<file path="src/i2p_pkg.sv">
// Types, codes and sizes for the infix to postfix converter.
// No dependencies; used by every module of the block.
package i2p_pkg;

  localparam int STACK_DEPTH = 32;
  localparam int VALUE_WIDTH = 32;
  localparam int CNT_W       = $clog2(STACK_DEPTH + 1);
  localparam int IDX_W       = $clog2(STACK_DEPTH);

  typedef enum logic [3:0] {
    CMD_OPERAND = 4'd0,
    CMD_OPEN    = 4'd1,
    CMD_CLOSE   = 4'd2,
    CMD_PLUS    = 4'd3,
    CMD_MINUS   = 4'd4,
    CMD_TIMES   = 4'd5,
    CMD_DIVIDE  = 4'd6,
    CMD_POWER   = 4'd7,
    CMD_END     = 4'd8
  } cmd_t;

  // Output token kinds; stack entries use the same codes, with zero for an open.
  typedef enum logic [2:0] {
    KIND_OPERAND = 3'd0,
    KIND_PLUS    = 3'd1,
    KIND_MINUS   = 3'd2,
    KIND_TIMES   = 3'd3,
    KIND_DIVIDE  = 3'd4,
    KIND_POWER   = 3'd5,
    KIND_END     = 3'd6
  } kind_t;

  localparam logic [2:0] STK_OPEN = 3'd0;

  typedef enum logic [1:0] {
    STAT_OK       = 2'd0,
    STAT_CLOSE    = 2'd1,
    STAT_OVERFLOW = 2'd2,
    STAT_OPEN_END = 2'd3
  } status_t;

  typedef enum logic [1:0] {
    FSM_IDLE,
    FSM_RUN,
    FSM_FLUSH
  } fsm_t;

  typedef struct packed {
    logic [2:0]             kind;
    logic [VALUE_WIDTH-1:0] value;
    logic [1:0]             status;
  } res_t;

  typedef struct packed {
    logic load;
    logic step;
    logic flush;
  } i2p_cmd_t;

  typedef struct packed {
    logic cmd_known;
    logic out_space;
    logic step_gen;
    logic step_fin;
    logic pend_v;
  } i2p_stat_t;

endpackage

</file>
<file path="src/i2p_ctrl.sv">
// Sequencer for the converter: accept, step the stack, flush the held word.
// Depends on i2p_pkg.
module i2p_ctrl import i2p_pkg::*; (
  input  logic      clk,
  input  logic      rst_n,
  input  logic      in_tvalid,
  output logic      in_tready,
  input  i2p_stat_t stat,
  output i2p_cmd_t  cmd
);

  fsm_t state_r, state_nxt;

  always_ff @(posedge clk) begin
    if (!rst_n) begin
      state_r <= FSM_IDLE;
    end else begin
      state_r <= state_nxt;
    end
  end

  always_comb begin
    state_nxt = state_r;
    unique case (state_r)
      FSM_IDLE: begin
        if (in_tvalid && stat.cmd_known) state_nxt = FSM_RUN;
      end
      FSM_RUN: begin
        if (stat.out_space && stat.step_fin) begin
          if (stat.step_gen && stat.pend_v) state_nxt = FSM_FLUSH;
          else state_nxt = FSM_IDLE;
        end
      end
      FSM_FLUSH: begin
        if (stat.out_space) state_nxt = FSM_IDLE;
      end
      default: state_nxt = FSM_IDLE;
    endcase
  end

  always_comb begin
    in_tready = 1'b0;
    cmd       = '0;
    unique case (state_r)
      FSM_IDLE: begin
        in_tready = 1'b1;
        cmd.load  = in_tvalid && stat.cmd_known;
      end
      FSM_RUN:   cmd.step  = stat.out_space;
      FSM_FLUSH: cmd.flush = stat.out_space;
      default: ;
    endcase
  end

endmodule

</file>
<file path="src/i2p_dpath.sv">
// Operator stack, token decode, held word and output register.
// Depends on i2p_pkg.
module i2p_dpath import i2p_pkg::*; (
  input  logic                   clk,
  input  logic                   rst_n,
  input  logic [31:0]            in_tdata,
  input  logic [3:0]             in_tuser,
  input  i2p_cmd_t               cmd,
  output i2p_stat_t              stat,
  output logic                   out_tvalid,
  input  logic                   out_tready,
  output logic [VALUE_WIDTH-1:0] out_tdata,
  output logic                   out_tlast,
  output logic [4:0]             out_tuser
);

  logic [2:0]       stack_r [STACK_DEPTH];
  logic [CNT_W-1:0] count_r, count_nxt;
  cmd_t             cmd_r;
  logic [VALUE_WIDTH-1:0] val_r;
  logic             open_left_r, open_left_nxt;
  logic             pend_v_r, pend_v_nxt;
  res_t             pend_r, pend_nxt;
  logic             out_valid_r, out_valid_nxt;
  res_t             out_r, out_nxt;
  logic             out_last_r, out_last_nxt;

  logic             has_top, full;
  logic [IDX_W-1:0] top_idx;
  logic [2:0]       top;
  logic             do_pop, do_push, do_drop, gen, fin, set_open;
  logic [2:0]       push_code;
  res_t             gen_res;
  logic             out_space;

  assign has_top   = (count_r != '0);
  assign full      = (count_r == CNT_W'(STACK_DEPTH));
  assign top_idx   = IDX_W'(count_r - CNT_W'(1));
  assign top       = stack_r[top_idx];
  assign out_space = !out_valid_r || out_tready;

  always_comb begin
    do_pop    = 1'b0;
    do_push   = 1'b0;
    do_drop   = 1'b0;
    gen       = 1'b0;
    fin       = 1'b0;
    set_open  = 1'b0;
    push_code = STK_OPEN;
    gen_res   = '{kind: KIND_OPERAND, value: '0, status: STAT_OK};
    case (cmd_r)
      CMD_OPERAND: begin
        gen           = 1'b1;
        fin           = 1'b1;
        gen_res.value = val_r;
      end
      CMD_OPEN: begin
        push_code = STK_OPEN;
        do_push   = 1'b1;
      end
      CMD_CLOSE: begin
        if (has_top && top != STK_OPEN) begin
          do_pop = 1'b1;
        end else if (has_top) begin
          do_drop = 1'b1;
          fin     = 1'b1;
        end else begin
          gen            = 1'b1;
          fin            = 1'b1;
          gen_res.status = STAT_CLOSE;
        end
      end
      CMD_PLUS, CMD_MINUS: begin
        push_code = (cmd_r == CMD_PLUS) ? KIND_PLUS : KIND_MINUS;
        if (has_top && top != STK_OPEN) do_pop = 1'b1;
        else do_push = 1'b1;
      end
      CMD_TIMES, CMD_DIVIDE: begin
        push_code = (cmd_r == CMD_TIMES) ? KIND_TIMES : KIND_DIVIDE;
        if (has_top && top >= KIND_TIMES) do_pop = 1'b1;
        else do_push = 1'b1;
      end
      CMD_POWER: begin
        push_code = KIND_POWER;
        if (has_top && top == KIND_POWER) do_pop = 1'b1;
        else do_push = 1'b1;
      end
      CMD_END: begin
        if (has_top && top == STK_OPEN) begin
          do_drop  = 1'b1;
          set_open = 1'b1;
        end else if (has_top) begin
          do_pop = 1'b1;
        end else begin
          gen            = 1'b1;
          fin            = 1'b1;
          gen_res.kind   = KIND_END;
          gen_res.status = open_left_r ? STAT_OPEN_END : STAT_OK;
        end
      end
      default: fin = 1'b1;
    endcase
    if (do_pop) begin
      gen          = 1'b1;
      gen_res.kind = top;
    end
    if (do_push) begin
      fin = 1'b1;
      if (full) begin
        do_push        = 1'b0;
        gen            = 1'b1;
        gen_res.status = STAT_OVERFLOW;
      end
    end
  end

  // stack count and bookkeeping
  always_comb begin
    count_nxt     = count_r;
    open_left_nxt = open_left_r;
    if (cmd.load) begin
      open_left_nxt = 1'b0;
    end else if (cmd.step) begin
      if (do_pop || do_drop) count_nxt = count_r - CNT_W'(1);
      else if (do_push) count_nxt = count_r + CNT_W'(1);
      if (set_open) open_left_nxt = 1'b1;
    end
  end

  // held word and output register: a result is sent only once the next is known
  always_comb begin
    pend_v_nxt    = pend_v_r;
    pend_nxt      = pend_r;
    out_valid_nxt = out_valid_r && !out_tready;
    out_nxt       = out_r;
    out_last_nxt  = out_last_r;
    if (cmd.step) begin
      if (gen) begin
        if (pend_v_r) begin
          out_valid_nxt = 1'b1;
          out_nxt       = pend_r;
          out_last_nxt  = 1'b0;
          pend_nxt      = gen_res;
        end else if (fin) begin
          out_valid_nxt = 1'b1;
          out_nxt       = gen_res;
          out_last_nxt  = 1'b1;
        end else begin
          pend_v_nxt = 1'b1;
          pend_nxt   = gen_res;
        end
      end else if (fin && pend_v_r) begin
        out_valid_nxt = 1'b1;
        out_nxt       = pend_r;
        out_last_nxt  = 1'b1;
        pend_v_nxt    = 1'b0;
      end
    end else if (cmd.flush) begin
      out_valid_nxt = 1'b1;
      out_nxt       = pend_r;
      out_last_nxt  = 1'b1;
      pend_v_nxt    = 1'b0;
    end
  end

  always_ff @(posedge clk) begin
    if (!rst_n) begin
      count_r     <= '0;
      open_left_r <= 1'b0;
      pend_v_r    <= 1'b0;
      out_valid_r <= 1'b0;
    end else begin
      count_r     <= count_nxt;
      open_left_r <= open_left_nxt;
      pend_v_r    <= pend_v_nxt;
      out_valid_r <= out_valid_nxt;
    end
  end

  always_ff @(posedge clk) begin
    pend_r     <= pend_nxt;
    out_r      <= out_nxt;
    out_last_r <= out_last_nxt;
    if (cmd.load) begin
      cmd_r <= cmd_t'(in_tuser);
      val_r <= in_tdata[VALUE_WIDTH-1:0];
    end
    if (cmd.step && do_push) stack_r[count_r[IDX_W-1:0]] <= push_code;
  end

  assign stat.cmd_known = (in_tuser <= CMD_END);
  assign stat.out_space = out_space;
  assign stat.step_gen  = gen;
  assign stat.step_fin  = fin;
  assign stat.pend_v    = pend_v_r;

  assign out_tvalid = out_valid_r;
  assign out_tdata  = out_r.value;
  assign out_tlast  = out_last_r;
  assign out_tuser  = {out_r.status, out_r.kind};

endmodule

</file>
<file path="src/infix_to_postfix_converter.sv">
// Top level of the shunting-yard infix to postfix converter.
// Depends on i2p_pkg, i2p_ctrl and i2p_dpath.
//
//  channel | dir | handshake          | payload
//  in_     | in  | in_tvalid/tready   | tdata value, tuser command
//  out_    | out | out_tvalid/tready  | tdata value, tuser kind/status, tlast
//
// A token that pops nothing is accepted, then decoded.
// Each popped operator, and each open dropped at end, adds a decode step; a
// flush step follows when a token both pops and ends in an error or end word.
// rst_n is synchronous; it empties the stack and drops any word in flight.
// A stalled output holds the decode loop; no new token is taken until done.
module infix_to_postfix_converter import i2p_pkg::*; (
  input  logic                   clk,
  input  logic                   rst_n,
  input  logic                   in_tvalid,
  output logic                   in_tready,
  input  logic [31:0]            in_tdata,   // [31:0] operand_value
  input  logic [3:0]             in_tuser,   // [3:0] command
  output logic                   out_tvalid,
  input  logic                   out_tready,
  output logic [VALUE_WIDTH-1:0] out_tdata,  // [31:0] token_value
  output logic                   out_tlast,
  output logic [4:0]             out_tuser   // [2:0] token_kind, [4:3] status
);

  i2p_cmd_t  cmd;
  i2p_stat_t stat;

  i2p_ctrl u_ctrl (
    .clk       (clk),
    .rst_n     (rst_n),
    .in_tvalid (in_tvalid),
    .in_tready (in_tready),
    .stat      (stat),
    .cmd       (cmd)
  );

  i2p_dpath u_dpath (
    .clk        (clk),
    .rst_n      (rst_n),
    .in_tdata   (in_tdata),
    .in_tuser   (in_tuser),
    .cmd        (cmd),
    .stat       (stat),
    .out_tvalid (out_tvalid),
    .out_tready (out_tready),
    .out_tdata  (out_tdata),
    .out_tlast  (out_tlast),
    .out_tuser  (out_tuser)
  );

endmodule

</file>
<file path="config.mk">
export PLATFORM = sky130hd
export DESIGN_NAME = infix_to_postfix_converter
export DESIGN_NICKNAME = d
export VERILOG_FILES = /design/src/i2p_pkg.sv /design/src/i2p_ctrl.sv /design/src/i2p_dpath.sv /design/src/infix_to_postfix_converter.sv
export SDC_FILE = /design/constraint.sdc
export NUM_CORES = 1
export LEC_CHECK = 0
export BUFFER_PORTS_ARGS = -buffer_cell sky130_fd_sc_hd__buf_2
export CAP_MARGIN = 10
export CORE_UTILIZATION = 41
export DETAILED_ROUTE_END_ITERATION = 16
export PLACE_DENSITY_LB_ADDON = 0.2
export SLEW_MARGIN = 20
export SYNTH_ARGS = -nofsm -noshare
export SYNTH_HDL_FRONTEND = slang
export SYNTH_SLANG_ARGS = --single-unit
</file>
<file path="constraint.sdc">
create_clock -name clk -period 8.7 [get_ports clk]
set_clock_uncertainty 0.2 [all_clocks]
set_input_delay 1.305 -clock clk [delete_from_list [all_inputs] [get_ports clk]]
set_output_delay 1.305 -clock clk [all_outputs]
set_load 0.1 [all_outputs]
</file>
==> metrics.yaml <==
grt:
  grt.total_usage_pct: 16.02
  antenna_found_initial: 0
  grt_overflow_total: 0
  grt_pass1_wl_um: 29400
  grt_max_degree: 39
  grt_pass1_vias: 5294
min_path:
  hold_class: "reg2reg"
  hp-start: "u_dpath.pend_r[29]$_DFFE_PP_"
  whs_path_depth: 1
  min_to: "u_dpath.out_tdata[27]$_DFFE_PP_"
timing:
  fin_crit_sh_pct: 59.94
  finalCriticalPeriod_ps: 5215
  finalHoldViolCount: 0
  slew-limit-headroom_pct: 36.83
  tns_ps: 0
  setup_ws_ps: 3485
  max_freq_mhz: 191.8
  tightest_slew_ps: 947.5
  rsz0062_at_grt: "no"
  drv_slew: 0
  setup_violations: 0
setup_path:
  r2r-start: "u_dpath.count_r[1]$_SDFFE_PN0P_"
  crit_type: "reg2reg"
  cp_slowest_stage_delay_ps: 850
  r2r_cells: 10
  worstPathArrival_ps: 5260
  endpoint_kind: "register"
  cp_max_fo: 37
  cp_cell_sequence: "inv_1, ha_2, mux4_2, mux2_2, o2111ai_2, nor4b_2, nor4_1, a21oi_1, and2_2, mux2_1"
  critPathLaunchType: "register"
  ff2ff_setup_slack_ps: 3490
  critPathSlowestCell: "and2_2"
  crit_required_ps: 8740
  r2r_end: "u_dpath.out_tdata[2]$_DFFE_PP_"
placed_design:
  place_ws_ps: 3137
  dp_cells: 922
  dp_hpwl_um: 12030
  gp_congestion: 0.8861
  portBuffers: 79
clocking:
  ctsLongestPathBuffers: 3
  cts.clk_slew.worst_paths_ps: 60
  clockRootBuffer: "clkbuf_16"
  cts.repair.resized: 0
  clkSinkCount: 218
  cts-hold-fix-buffers: 0
  postCtsSetupRepairBufs: 0
  cts_buffers: 24
  cts_tree: "yes"
  clkLatencyLatePin_ps: 520
  htreeDepth: 1
synth:
  synth_top_cell_by_area: "edfxtp_1"
  syn_inst: 582
  synth_top_area_share_pct: 66.86
  synthAdderAreaFrac_pct: 0.7806
  synth_seq_area_share_pct: 69.23
  netlist_area_mm2: 0.009296
  yosysUniqueCellTypes: 60
  synthMuxAreaShare_pct: 12.06
  synth-compound-area-share_pct: 6.030
  synth_area_leaders: "edfxtp_1 67%, mux4_2 5.8%, mux2_1 4.5%"
  ys_warn_count: 0
  avgSynthCellArea_um2: 15.97
  synthSimpleGateAreaFrac_pct: 9.650
  async_flop_share_pct: 0
  synth_fp_nets: 627
  ys.flop_type: "edfxtp_1"
  synth_edf_count: 207
  synth_top_family_by_area: "multiplexers"
  ys_ff_latch: 218
  synth-xor-area-share_pct: 0.2826
layout:
  layout.cells.non_filler: 964
  fin_util_pct: 48.85
  diodes: 0
  multi_input_area_mm2: 0.002720
  areaGrowthSynthToFinish_pct: 15.73
  seqCellArea_mm2: 0.006437
  drive_above_1_share_pct: 24.85
  fillCellCount: 1859
  fin_nets: 713
route:
  drcViolationCount: 5
  num_vias: 5213
  viasPerCell: 5.408
  wl_um: 18250
  initialDrtViolationCount: 364
  drt.antenna.violating_nets: 0
  first_pass_iters: 13
  routedWlPerCell_um: 18.93
pwr:
  power.density_mw_per_mm2: 210.6
  vdd_ir_drop_max_mv: 0.2102
  power.leakage_nw: 3.573
floorplanning:
  fp.dieW_um: 152.6
  coreArea_mm2: 0.02203
  rows: 54
  initial_core_util_pct: 42.21
  die_h_um: 152.6
  die-area_mm2: 0.02328
  ios: 80
status:
  violations: "DRC"
  status: "finished with violations"
job:
  maxCapViolCount: 0
where the power goes:
group | switching (mW) | leakage, nW | internal, mW | total (mW)
clock | 0.390 | 0.381 | 0.581 | 0.971
combinational | 0.0841 | 1.24 | 0.0448 | 0.129
sequential | 0.00649 | 1.95 | 1.16 | 1.17
total | 0.480 | 3.57 | 1.79 | 2.27
flip-flops by register name (all words and copies together) (netlist names):
name                 cells
u_ctrl.state_r           2
u_dpath.cmd_r            4
u_dpath.count_r          6
u_dpath.open_left_r      1
u_dpath.out_tdata       32
u_dpath.out_tlast        1
u_dpath.out_tuser        5
u_dpath.out_tvalid       1
u_dpath.pend_r          37
u_dpath.pend_v_r         1
u_dpath.stack_r         96
u_dpath.val_r           32
metal layers:
layer  up-vias  GRT usage, %  share of wire (%)
met1      2588         21.62                 44
met3        32         2.787                5.0
li1       2444             -                  -
met2       149         26.82                 49
met5         -             0                  0
met4         0         4.281                2.4
worst max-delay path, delay by kind of cell, from the launching register on:
| kind | cells | cell delay, ps |
|---|---|---|
| flops | 1 | 520 |
| simple gates | 3 | 1410 |
| fa+ha+maj | 1 | 800 |
| compound gates | 2 | 720 |
| buf+inv | 1 | 140 |
| mux | 3 | 1100 |
kinds of logic (layout without fill, tap and decap cells):
kind of cell,Yosys count,after routing
multiplexers,77,77
AND/OR/NAND/NOR,168,168
adder cells (fa/ha/maj),6,6
buffers and inverters,35,137
AO/OA/AOI/OAI,75,75
flip-flops,218,218
XOR/XNOR,3,3
metrics by stage:
| stage | instance area, µm² | hold slack [ps] | total power [mW] |
|---|---|---|---|
| 6_report | 10760 | 321.9 | 2.266 |
| 3_3_place_gp | 9995 | 304.7 | 1.314 |
| 4_1_cts | 10760 | 327.9 | 2.291 |
| 3_5_place_dp | 9995 | 311.2 | 1.317 |
| 5_1_grt | 10760 | 334.9 | 2.334 |
| 2_1_floorplan | 9296 | 269.8 | 1.281 |
Yosys cell counts, drive strengths merged, types with 3 or more instances:
library cell    n
edfxtp        207
nor2           45
mux2           40
and2           35
nand2          26
mux4           24
a21oi          20
buf            16
o21ai          16
mux2i          13
clkbuf         12
dfxtp          11
nor3           10
nand2b          9
nand3           8
inv             7
and3            6
ha              5
a22oi           4
nor2b           4
nor4            4
o31ai           4
or3             4
or3b            4
a211oi          3
nand3b          3
o2111ai         3
o211ai          3
o22ai           3
or4             3
cell usage in the layout (no fill, tap or decap), drive strengths merged, types with 5 or more instances in the layout:
cell | netlist | final
mux4 | 24 | 24
edfxtp | 207 | 207
mux2 | 40 | 40
nand3 | 8 | 8
nand2 | 26 | 26
nor3 | 10 | 10
a21oi | 20 | 20
o21ai | 16 | 16
nor2 | 45 | 45
clkinv | 0 | 11
ha | 5 | 5
clkbuf | 12 | 27
and2 | 35 | 35
mux2i | 13 | 13
nand2b | 9 | 9
buf | 16 | 88
dfxtp | 11 | 11
and3 | 6 | 6
inv | 7 | 9
layout make-up:
class                   count  share of cell area (%)
clock inverters            15                   1.198
multi-input cells         329                   25.28
inverters                   7                  0.2442
well taps                 280                   3.256
clock buffers              27                   5.884
flip-flops and latches    218                   59.83
repair buffers             88                   4.303
worst max-delay path by stage:
stage | from | end | slack, ps | depth (start not counted)
after floorplan | u_dpath.count_r[0]$_SDFFE_PN0P_ | u_dpath.pend_r[0]$_DFFE_PP_ | 1990 | 15
after global placement | u_dpath.count_r[1]$_SDFFE_PN0P_ | u_dpath.pend_r[22]$_DFFE_PP_ | 3350 | 11
after detailed placement | u_dpath.count_r[1]$_SDFFE_PN0P_ | u_dpath.out_tdata[2]$_DFFE_PP_ | 3140 | 10
after CTS | u_dpath.count_r[1]$_SDFFE_PN0P_ | u_dpath.out_tdata[2]$_DFFE_PP_ | 3110 | 10
after global routing | u_dpath.count_r[1]$_SDFFE_PN0P_ | u_dpath.out_tdata[30]$_DFFE_PP_ | 3140 | 10
final | u_dpath.count_r[1]$_SDFFE_PN0P_ | u_dpath.out_tdata[2]$_DFFE_PP_ | 3490 | 10
Power figures use the tool's default switching activity.
